==> src/sv/pgmh_pkg.sv <==
// ----------------------------------------------------------------------------
// pgmh_pkg: shared types and constants of the PGM histogram unit
// Byte codes, header parser states, result phase codes and the bin write port.
// ----------------------------------------------------------------------------
`default_nettype none

package pgmh_pkg;

    // Histogram geometry
    localparam int BIN_DEPTH  = 256;
    localparam int BIN_AW     = $clog2(BIN_DEPTH);
    localparam int COUNT_BITS = 27;
    localparam logic [COUNT_BITS-1:0] COUNT_MAX = {COUNT_BITS{1'b1}};

    // Header tokens
    localparam int TOKEN_CHARS = 4;
    localparam int TOKLEN_W    = $clog2(TOKEN_CHARS + 1);
    localparam int VALUE_W     = 14;
    localparam logic [VALUE_W-1:0] VALUE_MAX = 14'd9999;
    // width * height of saturated values (9999 * 9999) fits in 27 bits
    localparam int AREA_W = 27;
    localparam int ACC_W  = VALUE_W + 4;

    // Byte codes
    localparam logic [7:0] CH_TAB   = 8'h09;
    localparam logic [7:0] CH_LF    = 8'h0A;
    localparam logic [7:0] CH_VT    = 8'h0B;
    localparam logic [7:0] CH_FF    = 8'h0C;
    localparam logic [7:0] CH_CR    = 8'h0D;
    localparam logic [7:0] CH_SPACE = 8'h20;
    localparam logic [7:0] CH_HASH  = 8'h23;
    localparam logic [7:0] CH_ZERO  = 8'h30;
    localparam logic [7:0] CH_NINE  = 8'h39;

    // Request codes
    localparam logic REQ_BYTE = 1'b0;
    localparam logic REQ_READ = 1'b1;

    // Phase codes shown on the result channel
    localparam logic [1:0] PCODE_HEADER = 2'd0;
    localparam logic [1:0] PCODE_PIXELS = 2'd1;
    localparam logic [1:0] PCODE_DONE   = 2'd2;
    localparam logic [1:0] PCODE_ERROR  = 2'd3;

    typedef enum logic [2:0] {
        PH_MAGIC,
        PH_WIDTH,
        PH_HEIGHT,
        PH_MAXVAL,
        PH_PIXELS,
        PH_DONE,
        PH_ERROR
    } phase_t;

    // One bin write
    typedef struct packed {
        logic                  en;
        logic [BIN_AW-1:0]     addr;
        logic [COUNT_BITS-1:0] data;
    } bin_wr_t;

    // Parser status after the current item
    typedef struct packed {
        logic [1:0]         phase;
        logic [VALUE_W-1:0] width;
        logic [VALUE_W-1:0] height;
        logic [VALUE_W-1:0] maxval;
        logic               range_err;
    } hdr_status_t;

    function automatic logic is_c_space(input logic [7:0] b);
        return (b == CH_SPACE) || (b == CH_TAB) || (b == CH_LF) ||
               (b == CH_VT) || (b == CH_FF) || (b == CH_CR);
    endfunction

endpackage

`default_nettype wire

==> src/sv/pgmh_parser.sv <==
// ----------------------------------------------------------------------------
// pgmh_parser: PGM header parser and pixel sequencer
// Tokenizes the header, holds width, height and maxval, counts pixel bytes
// and flags which pixel bytes go to a histogram bin.
// ----------------------------------------------------------------------------
`default_nettype none

module pgmh_parser (
    input  wire logic                    aclk,
    input  wire logic                    aresetn,
    input  wire logic                    step,
    input  wire logic                    req_type,
    input  wire logic [7:0]              data_byte,
    output logic                         pixel_hit,
    output pgmh_pkg::hdr_status_t        status
);

    pgmh_pkg::phase_t                   phase_reg, phase_next;
    logic                               comment_reg, comment_next;
    logic                               in_token_reg, in_token_next;
    logic [pgmh_pkg::TOKLEN_W-1:0]      token_length_reg, token_length_next;
    logic [pgmh_pkg::VALUE_W-1:0]       digit_value_reg, digit_value_next;
    logic                               digits_ended_reg, digits_ended_next;
    logic [pgmh_pkg::VALUE_W-1:0]       width_reg, width_next;
    logic [pgmh_pkg::VALUE_W-1:0]       height_reg, height_next;
    logic [pgmh_pkg::VALUE_W-1:0]       maxval_reg, maxval_next;
    logic [pgmh_pkg::AREA_W-1:0]        area_reg, area_next;
    logic [pgmh_pkg::AREA_W-1:0]        pixel_counter_reg, pixel_counter_next;
    logic                               range_reg, range_next;

    logic                               byte_step;
    logic                               in_range;
    logic                               is_digit;
    logic [2*pgmh_pkg::VALUE_W-1:0]     area_prod;

    assign byte_step = step && (req_type == pgmh_pkg::REQ_BYTE);
    assign is_digit  = (data_byte >= pgmh_pkg::CH_ZERO) && (data_byte <= pgmh_pkg::CH_NINE);
    assign in_range  = ({{(pgmh_pkg::VALUE_W-8){1'b0}}, data_byte} <= maxval_reg) &&
                       (32'(data_byte) < pgmh_pkg::BIN_DEPTH);
    // image area taken when the height token closes
    assign area_prod = {{pgmh_pkg::VALUE_W{1'b0}}, width_reg} *
                       {{pgmh_pkg::VALUE_W{1'b0}}, digit_value_reg};

    // Next state
    always_comb begin
        logic                          take;
        logic [pgmh_pkg::VALUE_W-1:0]  digit_base;
        logic                          ended_base;
        logic [pgmh_pkg::ACC_W-1:0]    acc;

        phase_next         = phase_reg;
        comment_next       = comment_reg;
        in_token_next      = in_token_reg;
        token_length_next  = token_length_reg;
        digit_value_next   = digit_value_reg;
        digits_ended_next  = digits_ended_reg;
        width_next         = width_reg;
        height_next        = height_reg;
        maxval_next        = maxval_reg;
        area_next          = area_reg;
        pixel_counter_next = pixel_counter_reg;
        range_next         = range_reg;
        take               = 1'b0;
        digit_base         = digit_value_reg;
        ended_base         = digits_ended_reg;

        if (byte_step) begin
            unique case (phase_reg)
                pgmh_pkg::PH_MAGIC, pgmh_pkg::PH_WIDTH,
                pgmh_pkg::PH_HEIGHT, pgmh_pkg::PH_MAXVAL: begin
                    if (in_token_reg) begin
                        if (pgmh_pkg::is_c_space(data_byte)) begin
                            // close the token and store its value
                            in_token_next = 1'b0;
                            unique case (phase_reg)
                                pgmh_pkg::PH_MAGIC: begin
                                    phase_next = pgmh_pkg::PH_WIDTH;
                                end
                                pgmh_pkg::PH_WIDTH: begin
                                    width_next = digit_value_reg;
                                    phase_next = pgmh_pkg::PH_HEIGHT;
                                end
                                pgmh_pkg::PH_HEIGHT: begin
                                    height_next = digit_value_reg;
                                    area_next   = area_prod[pgmh_pkg::AREA_W-1:0];
                                    phase_next  = pgmh_pkg::PH_MAXVAL;
                                end
                                default: begin
                                    maxval_next        = digit_value_reg;
                                    pixel_counter_next = '0;
                                    phase_next = (area_reg == '0) ? pgmh_pkg::PH_DONE
                                                                  : pgmh_pkg::PH_PIXELS;
                                end
                            endcase
                        end else if (token_length_reg >=
                                     pgmh_pkg::TOKLEN_W'(pgmh_pkg::TOKEN_CHARS)) begin
                            phase_next = pgmh_pkg::PH_ERROR;
                        end else begin
                            token_length_next = token_length_reg + 1'b1;
                            take              = 1'b1;
                        end
                    end else if (comment_reg) begin
                        if (data_byte == pgmh_pkg::CH_LF) begin
                            comment_next = 1'b0;
                        end
                    end else if (data_byte == pgmh_pkg::CH_HASH) begin
                        comment_next = 1'b1;
                    end else if ((data_byte != pgmh_pkg::CH_SPACE) &&
                                 (data_byte != pgmh_pkg::CH_TAB) &&
                                 (data_byte != pgmh_pkg::CH_LF)) begin
                        // open a new token
                        in_token_next     = 1'b1;
                        token_length_next = pgmh_pkg::TOKLEN_W'(1);
                        digit_base        = '0;
                        ended_base        = 1'b0;
                        take              = 1'b1;
                    end
                end
                pgmh_pkg::PH_PIXELS: begin
                    pixel_counter_next = pixel_counter_reg + 1'b1;
                    if (!in_range) begin
                        range_next = 1'b1;
                    end
                    if (pixel_counter_next >= area_reg) begin
                        phase_next = pgmh_pkg::PH_DONE;
                    end
                end
                default: begin
                end
            endcase
        end

        // accumulate leading decimal digits, saturating
        acc = (pgmh_pkg::ACC_W'(digit_base) * pgmh_pkg::ACC_W'(10)) +
              pgmh_pkg::ACC_W'(data_byte - pgmh_pkg::CH_ZERO);
        if (take) begin
            if (!ended_base && is_digit) begin
                digit_value_next  = (acc > pgmh_pkg::ACC_W'(pgmh_pkg::VALUE_MAX)) ?
                                    pgmh_pkg::VALUE_MAX : acc[pgmh_pkg::VALUE_W-1:0];
                digits_ended_next = 1'b0;
            end else begin
                digit_value_next  = digit_base;
                digits_ended_next = 1'b1;
            end
        end
    end

    // Outputs
    always_comb begin
        pixel_hit        = byte_step && (phase_reg == pgmh_pkg::PH_PIXELS) && in_range;
        status.width     = width_next;
        status.height    = height_next;
        status.maxval    = maxval_next;
        status.range_err = range_next;
        unique case (phase_next)
            pgmh_pkg::PH_MAGIC, pgmh_pkg::PH_WIDTH,
            pgmh_pkg::PH_HEIGHT, pgmh_pkg::PH_MAXVAL: status.phase = pgmh_pkg::PCODE_HEADER;
            pgmh_pkg::PH_PIXELS:                      status.phase = pgmh_pkg::PCODE_PIXELS;
            pgmh_pkg::PH_DONE:                        status.phase = pgmh_pkg::PCODE_DONE;
            default:                                  status.phase = pgmh_pkg::PCODE_ERROR;
        endcase
    end

    // Control state
    always_ff @(posedge aclk) begin
        if (!aresetn) begin
            phase_reg         <= pgmh_pkg::PH_MAGIC;
            comment_reg       <= 1'b0;
            in_token_reg      <= 1'b0;
            token_length_reg  <= '0;
            digit_value_reg   <= '0;
            digits_ended_reg  <= 1'b0;
            width_reg         <= '0;
            height_reg        <= '0;
            maxval_reg        <= '0;
            area_reg          <= '0;
            pixel_counter_reg <= '0;
            range_reg         <= 1'b0;
        end else begin
            phase_reg         <= phase_next;
            comment_reg       <= comment_next;
            in_token_reg      <= in_token_next;
            token_length_reg  <= token_length_next;
            digit_value_reg   <= digit_value_next;
            digits_ended_reg  <= digits_ended_next;
            width_reg         <= width_next;
            height_reg        <= height_next;
            maxval_reg        <= maxval_next;
            area_reg          <= area_next;
            pixel_counter_reg <= pixel_counter_next;
            range_reg         <= range_next;
        end
    end

endmodule

`default_nettype wire

==> config.mk <==
export PLATFORM = sky130hd
export DESIGN_NAME = pgmh_parser
export DESIGN_NICKNAME = d
export VERILOG_FILES = /design/src/sv/pgmh_pkg.sv /design/src/sv/pgmh_parser.sv
export SDC_FILE = /design/constraint.sdc
export NUM_CORES = 1
export LEC_CHECK = 0
export BUFFER_PORTS_ARGS = -buffer_cell sky130_fd_sc_hd__buf_4
export CAP_MARGIN = 15
export CELL_PAD_IN_SITES_DETAIL_PLACEMENT = 0
export CELL_PAD_IN_SITES_GLOBAL_PLACEMENT = 1
export CORE_MARGIN = 2
export CORE_UTILIZATION = 30
export CTS_CLUSTER_DIAMETER = 200
export DETAILED_ROUTE_END_ITERATION = 10
export PLACE_DENSITY = 0.59
export SKIP_CTS_REPAIR_TIMING = 1
export SYNTH_ARGS = -nofsm -noshare
export SYNTH_HDL_FRONTEND = slang
export SYNTH_SLANG_ARGS = --single-unit
==> constraint.sdc <==
create_clock -name aclk -period 9.6 [get_ports aclk]
set_input_delay 1.92 -clock aclk [delete_from_list [all_inputs] [get_ports aclk]]
set_output_delay 1.92 -clock aclk [all_outputs]
set_load 0.005 [all_outputs]
======== After elaboration in Yosys (flattened, before gate mapping) ========
Cells that the tools add are included.
storage, ports and cells
  ROM bits ................................ 0
  bits of input ports ..................... 12
  logic and storage cells ................. 143
  memories kept ........................... 0
  latch bits .............................. 0
  register bits after elaboration ......... 120
  RAM bits ................................ 0
  output and inout port bits .............. 46
cells by class
  shifts and indexed selects .............. 0
  multiply operators ...................... 2
  order comparisons ....................... 6
  bitwise gates (word level) .............. 2
  divide/modulo/power cells ............... 0
  reduce and logical (&&, ||, !) cells .... 26
  eq/ne operators ......................... 26
  $add $sub $neg .......................... 4
  muxes and demuxes ....................... 65
operators with widths
  kind                     number
  $mux W14                 23
  $mux W27                 3
  $pmux W27 S2             1
  $eq A8 B4 Y1 const B     5
  $mux W3                  11
  $add A27 B1 Y27 const B  1
  $ge A27 B27 Y1           1
  $logic_not A27 Y1        1
  $mul A14 B14 Y27         1
  $mux W1                  24
  $add A18 B18 Y18         1
  $gt A18 B14 Y1 const B   1
  $mul A14 B3 Y17 const B  1
  $eq A8 B6 Y1 const B     2
  $ne A8 B4 Y1 const B     2
  $le A8 B14 Y1            1
  $eq A3 B2 Y1 const B     4
  $ne A2 B2 Y1 const B     6
  $reduce_and A5 Y1        2
  $eq A3 B3 Y1 const B     3
  $pmux W3 S3              1
  $sub A8 B6 Y9 const B    1
  $ge A8 B6 Y1 const B     1
  $le A8 B6 Y1 const B     1
  18 further kinds         33

======== Depth between registers and ports, before layout ========
  word-level depth ........................ 14
  mapped depth ............................ 31
  gate-level depth less buffers ........... 28

======== Worst setup path after synthesis ========
Ideal clock, no wire load.
  path type ............................... input to register
  start point ............................. in data_byte[4]
  end point ............................... reg digit_value_reg[3] (netlist name)
  setup time .............................. 0.136 ns
  stages .................................. 30
  data required time ...................... 9.464 ns
  arrival ................................. 7.616 ns
  path slack .............................. 1.848 ns
  buffers on the path ..................... 3
  path through ............................ inv_1 -> ha_1 -> nor4b_1 -> a311o_1 -> or4_1 -> buf_2 -> clkbuf_1 -> nand2_1 -> inv_1 -> ha_1 -> ha_1 -> inv_1 -> fa_1 -> nor2b_1 -> o21ai_0 -> a21boi_0 -> o21ai_0 -> a21boi_0 -> o21a_1 -> o21ai_0 -> a211o_1 -> o311ai_0 -> ha_1 -> a21o_1 -> a31oi_1 -> o311ai_0 -> a2111o_1 -> buf_2 -> a2111oi_0 -> a211oi_1
on the way
  longest elaborated chain between the ends .. 14
  elaborated cells on any way between the ends .. 47
  classes of those cells .................. add/sub (2); mul (1); order compare (3); eq/ne (10); mux (21); reduce/logical (10)
RTL lines
  what                                          line                                    text
  start, declared                               pgmh_parser.sv:13                       input wire logic [7:0] data_byte,
  $ne A8 B6 Y1 or $ne A8 B4 Y1 (tied branches)  pgmh_parser.sv:108, pgmh_parser.sv:109
  $logic_and A1 B1 Y1                           pgmh_parser.sv:108                      end else if ((data_byte != pgmh_pkg::CH_SPACE) &&
  $logic_and A1 B1 Y1                           pgmh_parser.sv:109                      (data_byte != pgmh_pkg::CH_TAB) &&
  $mux W14                                      pgmh_parser.sv:108
  $mux W14                                      pgmh_parser.sv:106                      end else if (data_byte == pgmh_pkg::CH_HASH) begin
  $mux W14                                      pgmh_parser.sv:102                      end else if (comment_reg) begin
  $mux W14                                      pgmh_parser.sv:71                       if (in_token_reg) begin
  $mux W14                                      pgmh_parser.sv:68                       unique case (phase_reg)
  $mux W14                                      pgmh_parser.sv:67                       if (byte_step) begin
  $mul A14 B3 Y17                               pgmh_parser.sv:134                      acc = (pgmh_pkg::ACC_W'(digit_base) * pgmh_pkg::ACC_W'(10)) +
  $add A18 B18 Y18                              pgmh_parser.sv:134
  $gt A18 B14 Y1                                pgmh_parser.sv:138                      digit_value_next = (acc > pgmh_pkg::ACC_W'(pgmh_pkg::VALUE_MAX)) ?
  $mux W14                                      pgmh_parser.sv:138
  $mux W14                                      pgmh_parser.sv:137                      if (!ended_base && is_digit) begin
  end signal, assigned                          pgmh_parser.sv:184                      digit_value_reg <= digit_value_next;
  end, declared                                 pgmh_parser.sv:22                       logic [pgmh_pkg::VALUE_W-1:0] digit_value_reg, digit_value_next;
Parallel ways exist; a longest one is shown, timed or not.
A chain may end at the register's enable or synchronous reset.

======== Final worst setup path ========
  start point ............................. in data_byte[4]
  end point ............................... reg digit_value_reg[1] (netlist name)
Same word-level chain as after synthesis.

==> metrics.txt <==
# TYPE chip_impl_metric gauge
chip_impl_metric{name="static_leakage",unit="nW"} 7.62
chip_impl_metric{name="first_global_vias",unit=""} 12500
chip_impl_metric{name="num_antenna_cells",unit=""} 0
chip_impl_metric{name="io_buffer_count",unit=""} 57
chip_impl_metric{name="ctsLongestPathBuffers",unit=""} 2
chip_impl_info{name="worst_setup_path_startpoint",value="data_byte[4]"} 1
chip_impl_metric{name="wl_per_cell",unit="microns"} 17.2
chip_impl_metric{name="multi_input_area",unit="sq mm"} 0.0107
chip_impl_info{name="unrepaired_setup_endpoints_after_global_routing",value="no"} 1
chip_impl_metric{name="grt_pass1_wl",unit="mm"} 67.6
chip_impl_metric{name="finalSetupViolCount",unit=""} 0
chip_impl_metric{name="worst-slew-pin-transition",unit="ns"} 1.12
chip_impl_info{name="synth_top_area_cell",value="sky130_fd_sc_hd__fa_1"} 1
chip_impl_metric{name="crit_path_max_fanout",unit=""} 20
chip_impl_metric{name="synth_enable_flop_cells",unit=""} 0
chip_impl_metric{name="tns",unit="ns"} 0
chip_impl_info{name="min-delay-path-class",value="reg -> reg"} 1
chip_impl_info{name="dominantRegCellSynth",value="sky130_fd_sc_hd__dfxtp_1"} 1
chip_impl_metric{name="cellInternalPower",unit="mW"} 0.879
chip_impl_metric{name="drt.antenna.violating_nets",unit=""} 0
chip_impl_info{name="synth_top_cells_by_count",value="sky130_fd_sc_hd__nand2_1 (262), sky130_fd_sc_hd__inv_1 (219), sky130_fd_sc_hd__ha_1 (166)"} 1
chip_impl_metric{name="final_net_count",unit=""} 2087
chip_impl_metric{name="final_max_slew_viol_count",unit=""} 0
chip_impl_metric{name="cts-buffers-inserted",unit=""} 17
chip_impl_metric{name="syn-cell-area",unit="sq mm"} 0.0142
chip_impl_metric{name="area_growth_syn_to_layout",unit="%"} 11.0
chip_impl_metric{name="globalRoute.totalOverflow",unit=""} 0
chip_impl_metric{name="seqPwrFrac",unit=""} 0.427
chip_impl_metric{name="postSynthRegisterBits",unit=""} 120
chip_impl_metric{name="antenna_found_initial",unit=""} 0
chip_impl_metric{name="synth_sequential_area_ratio",unit=""} 0.169
chip_impl_metric{name="area_of_all_sequential_standard_cells",unit="sq mm"} 0.00240
chip_impl_metric{name="clk_pin_slew",unit="ns"} 0.05
chip_impl_metric{name="syn_area_per_cell",unit="sq um"} 8.12
chip_impl_info{name="most_instantiated_library_cell_after_synthesis",value="sky130_fd_sc_hd__nand2_1"} 1
chip_impl_metric{name="unique_masters_post_synth",unit=""} 65
chip_impl_metric{name="power.net_switching",unit="mW"} 0.312
chip_impl_metric{name="synth_largest_type_area_fraction",unit=""} 0.200
chip_impl_metric{name="gr-usage-all-layers",unit=""} 0.171
chip_impl_info{name="outcome",value="completed"} 1
chip_impl_info{name="endpoint_kind",value="register"} 1
chip_impl_metric{name="detailedPlacementHpwl",unit="mm"} 30.9
chip_impl_metric{name="h-tree-depth",unit=""} 4
chip_impl_metric{name="cp.arrival",unit="ns"} 8.93
chip_impl_metric{name="netSwitchingFraction",unit=""} 0.262
chip_impl_metric{name="grt_max_degree",unit=""} 55
chip_impl_metric{name="post-route-util",unit=""} 0.338
chip_impl_metric{name="layout_worst_path_cycle_share",unit=""} 0.902
chip_impl_metric{name="timing.slew.headroom",unit=""} 0.249
chip_impl_metric{name="timing.clock.skew",unit="ns"} 0.0123
chip_impl_info{name="ctsRootBufferMaster",value="sky130_fd_sc_hd__clkbuf_16"} 1
chip_impl_metric{name="floorplan_die_area",unit="sq mm"} 0.0492
chip_impl_metric{name="vias",unit=""} 12000
chip_impl_metric{name="report.power.total",unit="mW"} 1.19
chip_impl_info{name="tritoncts_clock_tree",value="built"} 1
chip_impl_metric{name="hold-worst-slack",unit="ns"} 0.460
chip_impl_metric{name="drtIter0Drc",unit=""} 658
chip_impl_info{name="hp-start",value="height_reg[10]"} 1
chip_impl_metric{name="comb_power_share",unit=""} 0.085
chip_impl_metric{name="synth_async_reset_ratio",unit=""} 0
chip_impl_metric{name="drive_above_1_share",unit=""} 0.0821
chip_impl_metric{name="avgViaCountPerCell",unit=""} 5.02
chip_impl_metric{name="report.final.hold_viol_count",unit=""} 0
chip_impl_metric{name="clock.fmax",unit="MHz"} 116
chip_impl_metric{name="drc",unit=""} 0
chip_impl_metric{name="final.fill_count",unit=""} 4978
chip_impl_metric{name="chipWidth",unit="microns"} 222
chip_impl_metric{name="floorplan.initialDensity",unit=""} 0.305
chip_impl_metric{name="io_pins",unit=""} 58
chip_impl_metric{name="detailed_router_iteration_count_before_antenna_repair",unit=""} 5
chip_impl_metric{name="dpl_ws",unit="ns"} 0.606
chip_impl_info{name="r2r_start",value="phase_reg[2]"} 1
chip_impl_metric{name="irDropWorstVdd",unit="V"} 0.000101
chip_impl_metric{name="period_minus_slack",unit="ns"} 8.65
chip_impl_info{name="netlist_top_cells_area",value="sky130_fd_sc_hd__fa_1 (20%), sky130_fd_sc_hd__dfxtp_1 (17%), sky130_fd_sc_hd__ha_1 (15%), sky130_fd_sc_hd__nand2_1 (6.9%), sky130_fd_sc_hd__inv_1 (5.8%)"} 1
chip_impl_info{name="crit_type",value="in -> reg"} 1
chip_impl_metric{name="die_y",unit="microns"} 222
chip_impl_metric{name="detail_route.wirelength",unit="mm"} 41.0
chip_impl_metric{name="fp-row-count",unit=""} 79
chip_impl_metric{name="floorplan.core_area",unit="sq mm"} 0.0468
chip_impl_metric{name="clkSinkCount",unit=""} 120
chip_impl_metric{name="gpl.final_weighted_congestion",unit=""} 0.808
chip_impl_metric{name="synth.yosys.warnings",unit=""} 0
chip_impl_metric{name="worst_slack",unit="ns"} 0.945
chip_impl_info{name="timing.critical_path.from_type",value="input port"} 1
chip_impl_metric{name="power_frac_clock",unit=""} 0.489
chip_impl_metric{name="synthesis.nets",unit=""} 2074
chip_impl_metric{name="drv.max_cap_violation_count",unit=""} 0
chip_impl_metric{name="power.density",unit="mW/mm^2"} 75.3
chip_impl_metric{name="worstSkewPairLatency",unit="ns"} 0.42
chip_impl_metric{name="worst_ep_required_time",unit="ns"} 9.87
chip_impl_metric{name="post_synth_inst_count",unit=""} 1754
layer usage:
metal | global-route usage | part of all wire
met5 | 0 | 0
met4 | 0.0362 | 0.012
met3 | 0.0187 | 0.026
met2 | 0.301 | 0.49
met1 | 0.227 | 0.47
final cells by class:
class	instances	share of cell area
Clock buffer	21	0.0297
Clock inverter	9	0.00332
Inverter	220	0.0522
Multi-Input combinational cell	1326	0.676
Sequential cell	120	0.152
Tap cell	607	0.0480
Timing Repair Buffer	82	0.0389
power groups by stage:
stage / logic [mW] / clock network (mW) / registers [mW]
5_1_grt: 0.112 / 0.613 / 0.508
3_3_place_gp: 0.101 / 0 / 0.519
6_report: 0.101 / 0.582 / 0.508
4_1_cts: 0.101 / 0.596 / 0.508
3_5_place_dp: 0.100 / 0 / 0.519
2_1_floorplan: 0.0681 / 0 / 0.513
cells by family after synthesis:
logic type,Yosys count,share of synthesized area
AND/OR/NAND/NOR,628,0.211
buffers and inverters,308,0.0818
adder cells (fa/ha/maj),308,0.345
AO/OA/AOI/OAI,291,0.128
flip-flops,120,0.169
XOR/XNOR,75,0.0461
multiplexers,24,0.0188
worst max-delay path: stages:
cell and delay, ns:
sky130_fd_sc_hd__buf_4 0.13, sky130_fd_sc_hd__inv_1 0.10, sky130_fd_sc_hd__ha_1 0.14, sky130_fd_sc_hd__nor4b_1 0.56
sky130_fd_sc_hd__and3_1 0.33, sky130_fd_sc_hd__or4_1 0.55, sky130_fd_sc_hd__and2_1 0.30, sky130_fd_sc_hd__ha_1 0.26
sky130_fd_sc_hd__ha_1 0.23, sky130_fd_sc_hd__inv_1 0.07, sky130_fd_sc_hd__fa_1 0.20, sky130_fd_sc_hd__nor2b_1 0.05
sky130_fd_sc_hd__o21ai_0 0.19, sky130_fd_sc_hd__a21boi_0 0.17, sky130_fd_sc_hd__o21ai_0 0.24, sky130_fd_sc_hd__a21boi_0 0.16
sky130_fd_sc_hd__o21a_1 0.22, sky130_fd_sc_hd__o21ai_0 0.29, sky130_fd_sc_hd__nand2_1 0.10, sky130_fd_sc_hd__o311ai_0 0.50
sky130_fd_sc_hd__ha_1 0.36, sky130_fd_sc_hd__a21o_1 0.18, sky130_fd_sc_hd__a31oi_1 0.20, sky130_fd_sc_hd__o311ai_0 0.19
sky130_fd_sc_hd__a2111o_1 0.59, sky130_fd_sc_hd__o311ai_0 0.55, sky130_fd_sc_hd__a21oi_1 0.12
placed cells by master (no fill, tap or decap), types with 12 or more instances in the layout:
master | synthesis | layout
sky130_fd_sc_hd__nand2_1 | 262 | 262
sky130_fd_sc_hd__inv_1 | 219 | 219
sky130_fd_sc_hd__ha_1 | 166 | 166
sky130_fd_sc_hd__fa_1 | 142 | 142
sky130_fd_sc_hd__dfxtp_1 | 120 | 120
sky130_fd_sc_hd__and2_1 | 117 | 117
sky130_fd_sc_hd__nor2_1 | 101 | 101
sky130_fd_sc_hd__a21oi_1 | 96 | 96
sky130_fd_sc_hd__buf_4 | 1 | 82
sky130_fd_sc_hd__o21ai_0 | 60 | 60
sky130_fd_sc_hd__xnor2_1 | 48 | 48
sky130_fd_sc_hd__nand3_1 | 31 | 31
sky130_fd_sc_hd__xor2_1 | 27 | 27
sky130_fd_sc_hd__nor3_1 | 26 | 26
sky130_fd_sc_hd__mux2_2 | 22 | 22
sky130_fd_sc_hd__a21o_1 | 20 | 20
sky130_fd_sc_hd__o21a_1 | 19 | 19
sky130_fd_sc_hd__clkbuf_16 | 0 | 17
sky130_fd_sc_hd__a31oi_1 | 15 | 15
sky130_fd_sc_hd__nand4_1 | 14 | 14
sky130_fd_sc_hd__and3_1 | 12 | 12
sky130_fd_sc_hd__nor2b_1 | 12 | 12
metrics by stage:
stage	instance area [sq um]	cells
after floorplan	14200	1754
after detailed placement	15300	2355
after global routing	15800	2385
final	15800	2385
after CTS	15800	2385
after global placement	15300	2355
path summary, 6_finish.rpt:
kind / end / slack [ns] / depth (start not counted)
max: digit_value_reg[1] / 0.95 / 27
min reg2reg: height_reg[10] / 0.46 / 2
min: height_reg[10] / 0.46 / 2
max reg2reg: digit_value_reg[1] / 2.52 / 23
Note: power is estimated with default switching activity, not from simulation.
